File: src/rtl/ffla_pkg.sv
package ffla_pkg;

  localparam int ADDR_W = 20;
  localparam int LEN_W  = 21;

  localparam logic [LEN_W:0] SPACE_BYTES = {2'b01, {ADDR_W{1'b0}}};

  localparam logic OP_ALLOC = 1'b0;
  localparam logic OP_FREE  = 1'b1;

  localparam logic [1:0] STATUS_OK         = 2'd0;
  localparam logic [1:0] STATUS_TABLE_FULL = 2'd1;
  localparam logic [1:0] STATUS_HEAP_FULL  = 2'd2;
  localparam logic [1:0] STATUS_ZERO_SIZE  = 2'd3;

  typedef struct packed {
    logic              operation;
    logic [ADDR_W-1:0] block_offset;
    logic [LEN_W-1:0]  block_size;
  } ffla_req_t;

  typedef struct packed {
    logic [ADDR_W-1:0] result_offset;
    logic              reused_free;
    logic [1:0]        status;
  } ffla_rsp_t;

  typedef struct packed {
    logic              valid;
    logic [ADDR_W-1:0] start;
    logic [LEN_W-1:0]  length;
  } ffla_ext_t;

  typedef enum logic [2:0] {
    S_CLEAR,
    S_IDLE,
    S_SCAN,
    S_DECIDE,
    S_WRITE_A,
    S_WRITE_B,
    S_WRITE_C,
    S_REPLY
  } ffla_state_t;

endpackage

File: src/rtl/ffla_ram.sv
module ffla_ram #(
  parameter int WIDTH = 42,
  parameter int DEPTH = 32
) (
  input  logic                     clk,
  input  logic                     we,
  input  logic [$clog2(DEPTH)-1:0] waddr,
  input  logic [WIDTH-1:0]         wdata,
  input  logic [$clog2(DEPTH)-1:0] raddr,
  output logic [WIDTH-1:0]         rdata
);

  logic [WIDTH-1:0] mem [DEPTH];

  always_ff @(posedge clk) begin
    if (we) begin
      mem[waddr] <= wdata;
    end
    rdata <= mem[raddr];
  end

endmodule

File: src/rtl/first_fit_free_list_allocator.sv
// A request that carries a zero size, or a free that runs past the address space, gives
// its result word in the cycle after acceptance; the next request is taken in the cycle
// after that. Any other request scans the whole free table through the single read port
// of the table memory, then passes S_DECIDE, S_WRITE_A, S_WRITE_B and S_WRITE_C before
// the result word in S_REPLY, and no new request is taken before S_IDLE. After reset the
// block clears the table, one entry a cycle, and holds busy high until that is done.
module first_fit_free_list_allocator
  import ffla_pkg::*;
#(
  parameter int FREE_ENTRIES = 32
) (
  input  logic      clk,
  input  logic      rst,
  input  logic      start,
  input  ffla_req_t cmd,
  output logic      busy,
  output logic      done,
  output ffla_rsp_t result
);

  localparam int IW = $clog2(FREE_ENTRIES);
  localparam int CW = IW + 1;
  localparam logic [CW-1:0] LAST_IDX = CW'(FREE_ENTRIES - 1);
  localparam logic [CW-1:0] SCAN_END = CW'(FREE_ENTRIES);
  localparam int EW = $bits(ffla_ext_t);

  ffla_state_t state, state_next;
  logic [CW-1:0]    cnt;
  logic             rd_vld;
  logic [IW-1:0]    rd_idx;
  ffla_req_t        req;
  logic [LEN_W:0]   end_addr;
  logic [LEN_W-1:0] heap_end;
  ffla_rsp_t        rsp;

  logic              fit_found;
  logic [IW-1:0]     fit_idx;
  logic [ADDR_W-1:0] fit_start;
  logic [LEN_W-1:0]  fit_len;
  logic              nxt_found;
  logic [IW-1:0]     nxt_idx;
  logic [LEN_W-1:0]  nxt_len;
  logic              prv_found;
  logic [IW-1:0]     prv_idx;
  logic [ADDR_W-1:0] prv_start;
  logic [LEN_W-1:0]  prv_len;
  logic              inv_found;
  logic [IW-1:0]     inv_idx;

  logic      inv_a_en, inv_b_en, fin_en;
  logic [IW-1:0] fin_idx;
  ffla_ext_t fin_data;

  logic          ram_we;
  logic [IW-1:0] ram_waddr;
  ffla_ext_t     ram_wdata;
  logic [EW-1:0] ram_rdata;
  ffla_ext_t     ext;

  logic           accept, immediate;
  logic [LEN_W:0] cmd_end;
  ffla_rsp_t      rsp_imm;

  logic              p_inv_a_en, p_inv_b_en, p_fin_en, p_grow;
  logic [IW-1:0]     p_fin_idx, slot;
  ffla_ext_t         p_fin_data;
  ffla_rsp_t         p_rsp;
  logic [LEN_W:0]    heap_sum;
  logic [ADDR_W-1:0] merged_off;
  logic [LEN_W-1:0]  merged_len;

  ffla_ram #(
    .WIDTH (EW),
    .DEPTH (FREE_ENTRIES)
  ) u_table (
    .clk   (clk),
    .we    (ram_we),
    .waddr (ram_waddr),
    .wdata (ram_wdata),
    .raddr (cnt[IW-1:0]),
    .rdata (ram_rdata)
  );

  assign ext     = ffla_ext_t'(ram_rdata);
  assign busy    = (state != S_IDLE);
  assign done    = (state == S_REPLY);
  assign result  = rsp;
  assign accept  = start && (state == S_IDLE);
  assign cmd_end = {2'b00, cmd.block_offset} + {1'b0, cmd.block_size};
  assign immediate = (cmd.block_size == '0) ||
                     ((cmd.operation == OP_FREE) && (cmd_end > SPACE_BYTES));

  always_comb begin
    rsp_imm = '0;
    rsp_imm.status = (cmd.block_size == '0) ? STATUS_ZERO_SIZE : STATUS_HEAP_FULL;
  end

  always_comb begin
    state_next = state;
    unique case (state)
      S_CLEAR: begin
        if (cnt == LAST_IDX) state_next = S_IDLE;
      end
      S_IDLE: begin
        if (accept) state_next = immediate ? S_REPLY : S_SCAN;
      end
      S_SCAN: begin
        if (cnt == SCAN_END) state_next = S_DECIDE;
      end
      S_DECIDE:  state_next = S_WRITE_A;
      S_WRITE_A: state_next = S_WRITE_B;
      S_WRITE_B: state_next = S_WRITE_C;
      S_WRITE_C: state_next = S_REPLY;
      S_REPLY:   state_next = S_IDLE;
    endcase
  end

  always_comb begin
    ram_we    = 1'b0;
    ram_waddr = cnt[IW-1:0];
    ram_wdata = '0;
    unique case (state)
      S_CLEAR: begin
        ram_we = 1'b1;
      end
      S_WRITE_A: begin
        ram_we    = inv_a_en;
        ram_waddr = nxt_idx;
      end
      S_WRITE_B: begin
        ram_we    = inv_b_en;
        ram_waddr = prv_idx;
      end
      S_WRITE_C: begin
        ram_we    = fin_en;
        ram_waddr = fin_idx;
        ram_wdata = fin_data;
      end
      S_IDLE, S_SCAN, S_DECIDE, S_REPLY: begin
        ram_we = 1'b0;
      end
    endcase
  end

  always_comb begin
    heap_sum   = {1'b0, heap_end} + {1'b0, req.block_size};
    merged_off = prv_found ? prv_start : req.block_offset;
    merged_len = req.block_size + (nxt_found ? nxt_len : '0) + (prv_found ? prv_len : '0);
    slot = inv_found ? inv_idx : (nxt_found ? nxt_idx : prv_idx);
    if (nxt_found && (nxt_idx < slot)) slot = nxt_idx;
    if (prv_found && (prv_idx < slot)) slot = prv_idx;

    p_inv_a_en = 1'b0;
    p_inv_b_en = 1'b0;
    p_fin_en   = 1'b0;
    p_fin_idx  = fit_idx;
    p_fin_data = '0;
    p_grow     = 1'b0;
    p_rsp      = '0;
    if (req.operation == OP_ALLOC) begin
      if (fit_found) begin
        p_rsp.result_offset = fit_start;
        p_rsp.reused_free   = 1'b1;
        p_rsp.status        = STATUS_OK;
        p_fin_en            = 1'b1;
        if (fit_len != req.block_size) begin
          p_fin_data.valid  = 1'b1;
          p_fin_data.start  = fit_start + req.block_size[ADDR_W-1:0];
          p_fin_data.length = fit_len - req.block_size;
        end
      end else if (heap_sum > SPACE_BYTES) begin
        p_rsp.status = STATUS_HEAP_FULL;
      end else begin
        p_rsp.result_offset = heap_end[ADDR_W-1:0];
        p_rsp.status        = STATUS_OK;
        p_grow              = 1'b1;
      end
    end else begin
      if (!nxt_found && !prv_found) begin
        if (!inv_found) begin
          p_rsp.status = STATUS_TABLE_FULL;
        end else begin
          p_rsp.result_offset = req.block_offset;
          p_fin_en            = 1'b1;
          p_fin_idx           = inv_idx;
          p_fin_data.valid    = 1'b1;
          p_fin_data.start    = req.block_offset;
          p_fin_data.length   = req.block_size;
        end
      end else begin
        p_rsp.result_offset = merged_off;
        p_inv_a_en          = nxt_found;
        p_inv_b_en          = prv_found;
        p_fin_en            = 1'b1;
        p_fin_idx           = slot;
        p_fin_data.valid    = 1'b1;
        p_fin_data.start    = merged_off;
        p_fin_data.length   = merged_len;
      end
    end
  end

  always_ff @(posedge clk) begin
    if (rst) begin
      state    <= S_CLEAR;
      cnt      <= '0;
      rd_vld   <= 1'b0;
      heap_end <= '0;
    end else begin
      state  <= state_next;
      rd_vld <= (state == S_SCAN) && (cnt != SCAN_END);
      rd_idx <= cnt[IW-1:0];
      if (state == S_CLEAR || state == S_SCAN) begin
        cnt <= cnt + 1'b1;
      end else if (accept) begin
        cnt <= '0;
      end
      if (state == S_DECIDE && p_grow) begin
        heap_end <= heap_sum[LEN_W-1:0];
      end
    end
  end

  always_ff @(posedge clk) begin
    if (accept) begin
      req       <= cmd;
      end_addr  <= cmd_end;
      fit_found <= 1'b0;
      nxt_found <= 1'b0;
      prv_found <= 1'b0;
      inv_found <= 1'b0;
      if (immediate) rsp <= rsp_imm;
    end else if (rd_vld) begin
      if (ext.valid && (ext.length >= req.block_size) &&
          (!fit_found || (ext.start < fit_start))) begin
        fit_found <= 1'b1;
        fit_idx   <= rd_idx;
        fit_start <= ext.start;
        fit_len   <= ext.length;
      end
      if (ext.valid && !nxt_found && ({2'b00, ext.start} == end_addr)) begin
        nxt_found <= 1'b1;
        nxt_idx   <= rd_idx;
        nxt_len   <= ext.length;
      end
      if (ext.valid && !prv_found &&
          (({2'b00, ext.start} + {1'b0, ext.length}) == {2'b00, req.block_offset})) begin
        prv_found <= 1'b1;
        prv_idx   <= rd_idx;
        prv_start <= ext.start;
        prv_len   <= ext.length;
      end
      if (!ext.valid && !inv_found) begin
        inv_found <= 1'b1;
        inv_idx   <= rd_idx;
      end
    end
    if (state == S_DECIDE) begin
      inv_a_en <= p_inv_a_en;
      inv_b_en <= p_inv_b_en;
      fin_en   <= p_fin_en;
      fin_idx  <= p_fin_idx;
      fin_data <= p_fin_data;
      rsp      <= p_rsp;
    end
  end

endmodule

File: config.mk
export PLATFORM = sky130hd
export DESIGN_NAME = first_fit_free_list_allocator
export DESIGN_NICKNAME = d
export VERILOG_FILES = /design/src/rtl/ffla_pkg.sv /design/src/rtl/ffla_ram.sv /design/src/rtl/first_fit_free_list_allocator.sv
export SDC_FILE = /design/constraint.sdc
export NUM_CORES = 2
export LEC_CHECK = 0
export ABC_AREA = 1
export BUFFER_PORTS_ARGS = -buffer_cell sky130_fd_sc_hd__buf_4
export CAP_MARGIN = 30
export CORE_MARGIN = 5
export CORE_UTILIZATION = 45
export DETAILED_ROUTE_END_ITERATION = 7
export HOLD_SLACK_MARGIN = 0.05
export PLACE_DENSITY_LB_ADDON = 0.08
export SLEW_MARGIN = 30
export SYNTH_ARGS = -nofsm -noshare
export SYNTH_HDL_FRONTEND = slang
export SYNTH_SLANG_ARGS = --single-unit
File: constraint.sdc
create_clock -name clk -period 13.77 [get_ports clk]
set_input_delay 2.754 -clock clk [delete_from_list [all_inputs] [get_ports clk]]
set_output_delay 2.754 -clock clk [all_outputs]
set_load 0.02 [all_outputs]
Word level (Yosys, flattened, before mapping)
Memory sizes are Yosys's and may differ from the RTL's. A register that Yosys moved wholly into a read port is not among the register bits.
Index checks and enable logic that the tools add are counted.
- flip-flop bits (word level): 300
- RAM bits: 1344
- input port bits: 45
- output and inout port bits: 25
- word-level logic and storage cells: 154
- memories kept: 1
- memory list (memory ; depth ; width ; read ports ; clocked after memory_dff ; write ports ; RTL line ; text):
    u_table.mem ; 32 ; 42 ; 1 ; 1 ; 1 ; ffla_ram.sv:13 ; logic [WIDTH-1:0] mem [DEPTH];
- $add $sub $neg: 8
- order comparisons: 6
- equality and inequality tests: 17
- multiplexer cells: 49
- bitwise gates (word level): 2
- reductions and logical operators: 39
- operator list (kind ; number):
    42-bit two-way mux ; 6
    20-bit two-way mux ; 6
    23-bit two-way mux ; 3
    20-bit by 21-bit adder with 22-bit output ; 2
    22-bit by 21-bit > comparator with 1-bit output (second input constant) ; 2
    21-bit adder ; 2
    21-bit two-way mux ; 2
    5-bit two-way mux ; 7
    3-bit one-hot mux with 8 select lines ; 1
    21-bit by 21-bit adder with 22-bit output ; 1
    20-bit by 22-bit == test with 1-bit output ; 1
    22-bit by 20-bit == test with 1-bit output ; 1
    21-bit greater-or-equal comparator ; 1
    21-bit logical NOT ; 1
    21-bit != test ; 1
    21-bit subtractor ; 1
    20-bit adder ; 1
    20-bit less-than comparator ; 1
    5-bit one-hot mux with 3 select lines ; 1
    3-bit AND reduction ; 5
    1-bit logical AND ; 14
    1-bit two-way mux ; 13
    3-bit == test (second input constant) ; 4
    3-bit two-way mux ; 4
    20 further kinds ; 40

Logic depth before layout (Yosys ltp)
- depth after elaboration: 10
- mapped depth: 20
- mapped depth without buffers: 20

Cells and area by module
A second synthesis with hierarchy kept.
- cells, all modules: 7252
- area, all modules: 76047.9 um^2
- by module, submodules not included (module ; times used ; cells each ; area each (um^2)):
    ffla_ram ; 1 ; 4625 ; 55024.0
    first_fit_free_list_allocator ; 1 ; 2627 ; 21023.9

Least setup slack after synthesis
OpenSTA, ideal clock, no wires.
- path kind: input port to flip-flop
- start: input port start
- end: register prv_idx[0] (enable)
- library setup time: 0.457 ns
- arrival: 7.020 ns
- setup slack: 6.293 ns
- cell stages on the path: 13
- buffers on the path: 0
- cell sequence: inv_1 > nor2_1 > nor2_1 > nand3_1 > nor2_1 > nand3_1 > nor2_1 > nand4_1 > nor2_1 > nand3_1 > nor2_1 > nand4_1 > nor2_1
- cells in the longest elaborated chain, start to end: 3
- RTL lines (what ; RTL line ; text):
    start: declaration ; first_fit_free_list_allocator.sv:14 ; input logic start,
    1-bit logical AND ; first_fit_free_list_allocator.sv:88 ; assign accept = start && (state == S_IDLE);
    net accept ; first_fit_free_list_allocator.sv:60 ; logic accept, immediate;
    1-bit inverter (no line) ; n/a ;
    3-bit AND reduction (no line) ; n/a ;
    end signal: assignment ; first_fit_free_list_allocator.sv:249 ; prv_idx <= rd_idx;
    end: declaration ; first_fit_free_list_allocator.sv:44 ; logic [IW-1:0] prv_idx;
The timed path passes the listed nets, and every way through them passes these cells.
A chain may end at the register's enable or synchronous reset.

Worst setup path after layout
- start: input port start
- end: register prv_start[11] (enable)
- cells in the longest elaborated chain, start to end: 3
- RTL lines (what ; RTL line ; text):
    1-bit logical AND ; first_fit_free_list_allocator.sv:88 ;
    net accept ; first_fit_free_list_allocator.sv:60 ;
    1-bit inverter (no line) ; n/a ;
    3-bit AND reduction (no line) ; n/a ;
    end signal: assignment ; first_fit_free_list_allocator.sv:250 ; prv_start <= ext.start;
    end: declaration ; first_fit_free_list_allocator.sv:45 ; logic [ADDR_W-1:0] prv_start;
The timed path passes the listed nets, and every way through them passes these cells.

==> impl_summary.md <==
Run status
The run finished with clean final reports.

Clock tree
The TritonCTS clock tree is built. Buffers inserted to repair hold after CTS numbered 0. After clock tree synthesis, the setup repair step added 0 buffers. The clock buffer count from CTS is 179.

The H-tree depth is 4. Clock tree synthesis selected as its root buffer the cell sky130_fd_sc_hd__clkbuf_16. The number of clock sinks is 1686. In this run the deepest clock path goes through 3 buffers.

The worst-skew pair later-pin latency is 0.83 ns. The post-cts gate resize count is 0. The clock transition at the registers of the reported paths is 0.06 ns.

Floorplanning
During I/O placement, the number of pins put on the boundary was 70. The overall die area is 172300 um^2. The initial cell density of the core is 45.30%. The die extent in y is 415.0 um.

The area inside the core boundary is 163000 um^2. The horizontal extent of the die is 415.0 um. The initialized floorplan defines roughly 150 standard-cell rows.

Synth
The Yosys step of the flow raised 0 warnings. After synthesis, the mean cell area works out to 11.62 um^2. The share of the synthesized area in the top cell type is 65.45%. The most used flip-flop cell after synthesis is sky130_fd_sc_hd__edfxtp_1.

Counting every instance in the synthesized netlist gives 6354. The synthesized netlist contains 57 unique library cells. Counting flops with an async set or reset pin after synthesis yields a share of 0%.

The number of synthesized flops with an enable pin is 1609. The post-synthesis instance area is 73830 um^2. Summed over all instances, the cell type with the most area after synthesis is sky130_fd_sc_hd__edfxtp_1. After synthesis, the cell types taking the most area are sky130_fd_sc_hd__edfxtp_1, sky130_fd_sc_hd__o21ai_0, sky130_fd_sc_hd__nor2_1. Ranked by instance count, the synthesized netlist is headed by sky130_fd_sc_hd__edfxtp_1, sky130_fd_sc_hd__nor2_1, sky130_fd_sc_hd__o21ai_0. The most common cell in the netlist is sky130_fd_sc_hd__edfxtp_1. The synthesized net count is 6594.

In this run, synthesis produced a sequential element count of around 1700. Summing the sequential cell areas from Yosys gives 67.53% of the chip area.

STA
The tightest slew margin relative to the limit is 28.95%. For the final routed database, the setup TNS stands at 0 ns. Setup violations remaining at the end of the flow were counted as 0. The final hold violation count is 0. The final worst hold slack is 0.4905 ns. The highest clock rate is slightly below 0.2 GHz. For the pin with the worst max-slew slack, the measured transition is between 1 and 1.5 ns. The clock arrives with between 0.05 and 0.06 ns of skew. The worst path uses 37.57% of the clock period. Setup repair after global routing left no endpoint under its margin. The final count of pins violating max slew was 0. After layout, the minimum clock period comes to 5.174 ns.

Drt
The number of vias in the routed layout is 51480. After detailed routing, the average wire length per cell comes to 27.67 um. The wire length on met3 is 17.19 mm. The post-detailed-routing wire length is around 240 mm. After detailed routing, the number of vias per cell comes to 5.915. The first routing iteration left 5875 violations. The sum of met2 wire segment lengths after detailed routing is 111.2 mm. The DRC violation count after routing is 0. The residual antenna-violating net count after detailed routing is 0. The first TritonRoute pass finished after 7 iterations. The routed metal-1 wirelength is 106.7 mm. Signal routing reaches up to met5.

Min path
The class of the most critical hold timing path is reg2reg. Along the worst hold path, the cell count comes to 2.

Critical path
The required time of the critical path is between 10 and 15 ns. The worst stage delay on the critical path is 0.55 ns. For flop-to-flop paths, the worst setup slack is roughly 9.3 ns. The number of buffer and inverter instances along the worst setup path is 3. The master of the slowest instance on the critical path is sky130_fd_sc_hd__buf_4. The startpoint identified for the worst register-to-register timing path is cnt[0]. The startpoint class of the critical path is an input pin.

For the worst setup path, the data arrival time is 5.61 ns. Measured in cells, the most critical reg-to-reg path has a length of 10. The worst register-to-register path ends at u_table.rdata[23]. Counting buffers and inverters, the worst setup path is 15 cells deep. Traced cell by cell, the critical path runs through buf_4 > inv_1 > nor2_4 > nor2_1 > nand3_1 > nor2_1 > nand3_1 > nor2_1 > nand4_1 > nor2_1 > nand3_1 > nor2_1 > nand4_1 > nor2_4 > buf_4. The critical path ends at prv_start[11]. The critical path is of the in2reg type. The largest driver fanout on the critical path is 35. The critical path starts at start.

The worst setup path is captured at a register. The family with the most delay on the worst path is simple AND/OR/NAND/NOR gates. Among the stages of the critical path, the cell type that occurs most often is sky130_fd_sc_hd__nor2_1.

Placed design
The count of port buffers added during placement is 69. The post-detailed-placement half-perimeter wirelength is ~140 mm. The instance area at placement is 77170 um^2. The final RePlAce weighted congestion is just under 1.

Power
The static power due to leakage is 0.02817 uW. The maximum VDD drop is roughly 0.00014 V. Power spread over the standard cell area amounts to ~190 nW/um^2.

Finish
Once layout is done, the placed cells without fillers occupy 82950 um^2. The fraction of layout instances using a drive strength above 1 is 7.875%. The area growth from synthesis to layout is 12.36%. At the end of the flow, the number of nets in the layout was 6614.

GRT
The global-route wire length before repair is approximately 350 mm. The total overflow reported by the global router is 0. The via count of the first global-routing pass is 48480. Global routing consumed, over all layers together, 27.17% of the routing resources. Entering global routing, the biggest net connects 178 pins. The initial antenna violation count is 4.

Flow run
Max-cap violations in this run came to 0.
[registers in the layout, indices dropped and copies added (netlist names), 6 cells and up]
register	count
u_table.mem	1344
fin_data	42
req	42
u_table.rdata	42
result	23
end_addr	22
fit_len	21
heap_end	21
nxt_len	21
prv_len	21
fit_start	20
prv_start	20
cnt	6
[power breakdown]
group | internal, uW | switching (uW) | total (uW)
clock | 2600 | 2050 | 4650
combinational | 1190 | 3240 | 4440
sequential | 6170 | 369 | 6540
[metal layers]
layer	global-route usage [%]	up-vias
li1	-	23260
met1	39.87	25930
met2	42.86	1967
met3	4.010	320
met4	6.725	2
met5	0	-
[worst reg2reg max path, cell delays in order (launching register included)]
cell,delay (ns)
sky130_fd_sc_hd__dfxtp_4,0.38
sky130_fd_sc_hd__inv_8,0.42
sky130_fd_sc_hd__buf_4,0.72
sky130_fd_sc_hd__buf_4,0.86
sky130_fd_sc_hd__buf_4,0.79
sky130_fd_sc_hd__o21ai_0,0.23
sky130_fd_sc_hd__o22ai_1,0.18
sky130_fd_sc_hd__nor2_1,0.06
sky130_fd_sc_hd__nor2_1,0.10
sky130_fd_sc_hd__o21ai_0,0.10
sky130_fd_sc_hd__a32oi_1,0.49
[how the worst min path moves through the flow]
stage / from / end
CTS: rd_idx[2] / fit_idx[2]
global route: heap_end[20] / heap_end[20]
detailed placement: heap_end[20] / heap_end[20]
floorplan: cnt[2] / rd_idx[2]
global placement: heap_end[20] / heap_end[20]
finish: heap_end[20] / heap_end[20]
[through the flow]
step	total power, uW	worst slack (ns)	instances	utilization, %
floorplan	9241	6.293	6354	-
global placement	11020	7.718	8361	47.23
detailed placement	11030	7.715	8363	47.35
CTS	15670	8.587	8697	50.82
global route	16370	8.376	8702	50.90
finish	15630	8.596	8704	50.90
[cell usage in the layout, fill, tap and decap left out, types with 25 or more instances in the layout]
master	count
sky130_fd_sc_hd__edfxtp_1	1609
sky130_fd_sc_hd__nor2_1	932
sky130_fd_sc_hd__o21ai_0	874
sky130_fd_sc_hd__nand2_1	714
sky130_fd_sc_hd__inv_1	372
sky130_fd_sc_hd__nand3_1	253
sky130_fd_sc_hd__o221ai_1	239
sky130_fd_sc_hd__clkbuf_16	181
sky130_fd_sc_hd__a21oi_1	177
sky130_fd_sc_hd__ha_1	169
sky130_fd_sc_hd__buf_4	159
sky130_fd_sc_hd__o22ai_1	115
sky130_fd_sc_hd__dfxtp_1	71
sky130_fd_sc_hd__nor2_4	65
sky130_fd_sc_hd__clkbuf_1	50
sky130_fd_sc_hd__xor2_1	49
sky130_fd_sc_hd__nand4_1	46
sky130_fd_sc_hd__clkinv_1	45
sky130_fd_sc_hd__a31oi_1	45
sky130_fd_sc_hd__xnor2_1	31
sky130_fd_sc_hd__a32oi_1	30
sky130_fd_sc_hd__fa_1	26
sky130_fd_sc_hd__clkinv_2	25
[final cells by class]
cell class,count,area (um^2)
diodes,2,5.005
clock buffers,243,4882
clock inverters,91,773.2
fillers,14390,80010
inverters,382,1458
multi-input cells,3950,21750
flip-flops and latches,1686,49880
well taps,2175,2721
repair buffers,175,1483
[kinds of logic after synthesis]
kind of cell | synth area share [%]
AO/OA/AOI/OAI | 12.76
XOR/XNOR | 0.9491
adder cells (fa/ha/maj) | 3.569
buffers and inverters | 3.710
flip-flops | 67.53
multiplexers | 0.01356
AND/OR/NAND/NOR | 11.47
Note: power is estimated with default switching activity, not from simulation.
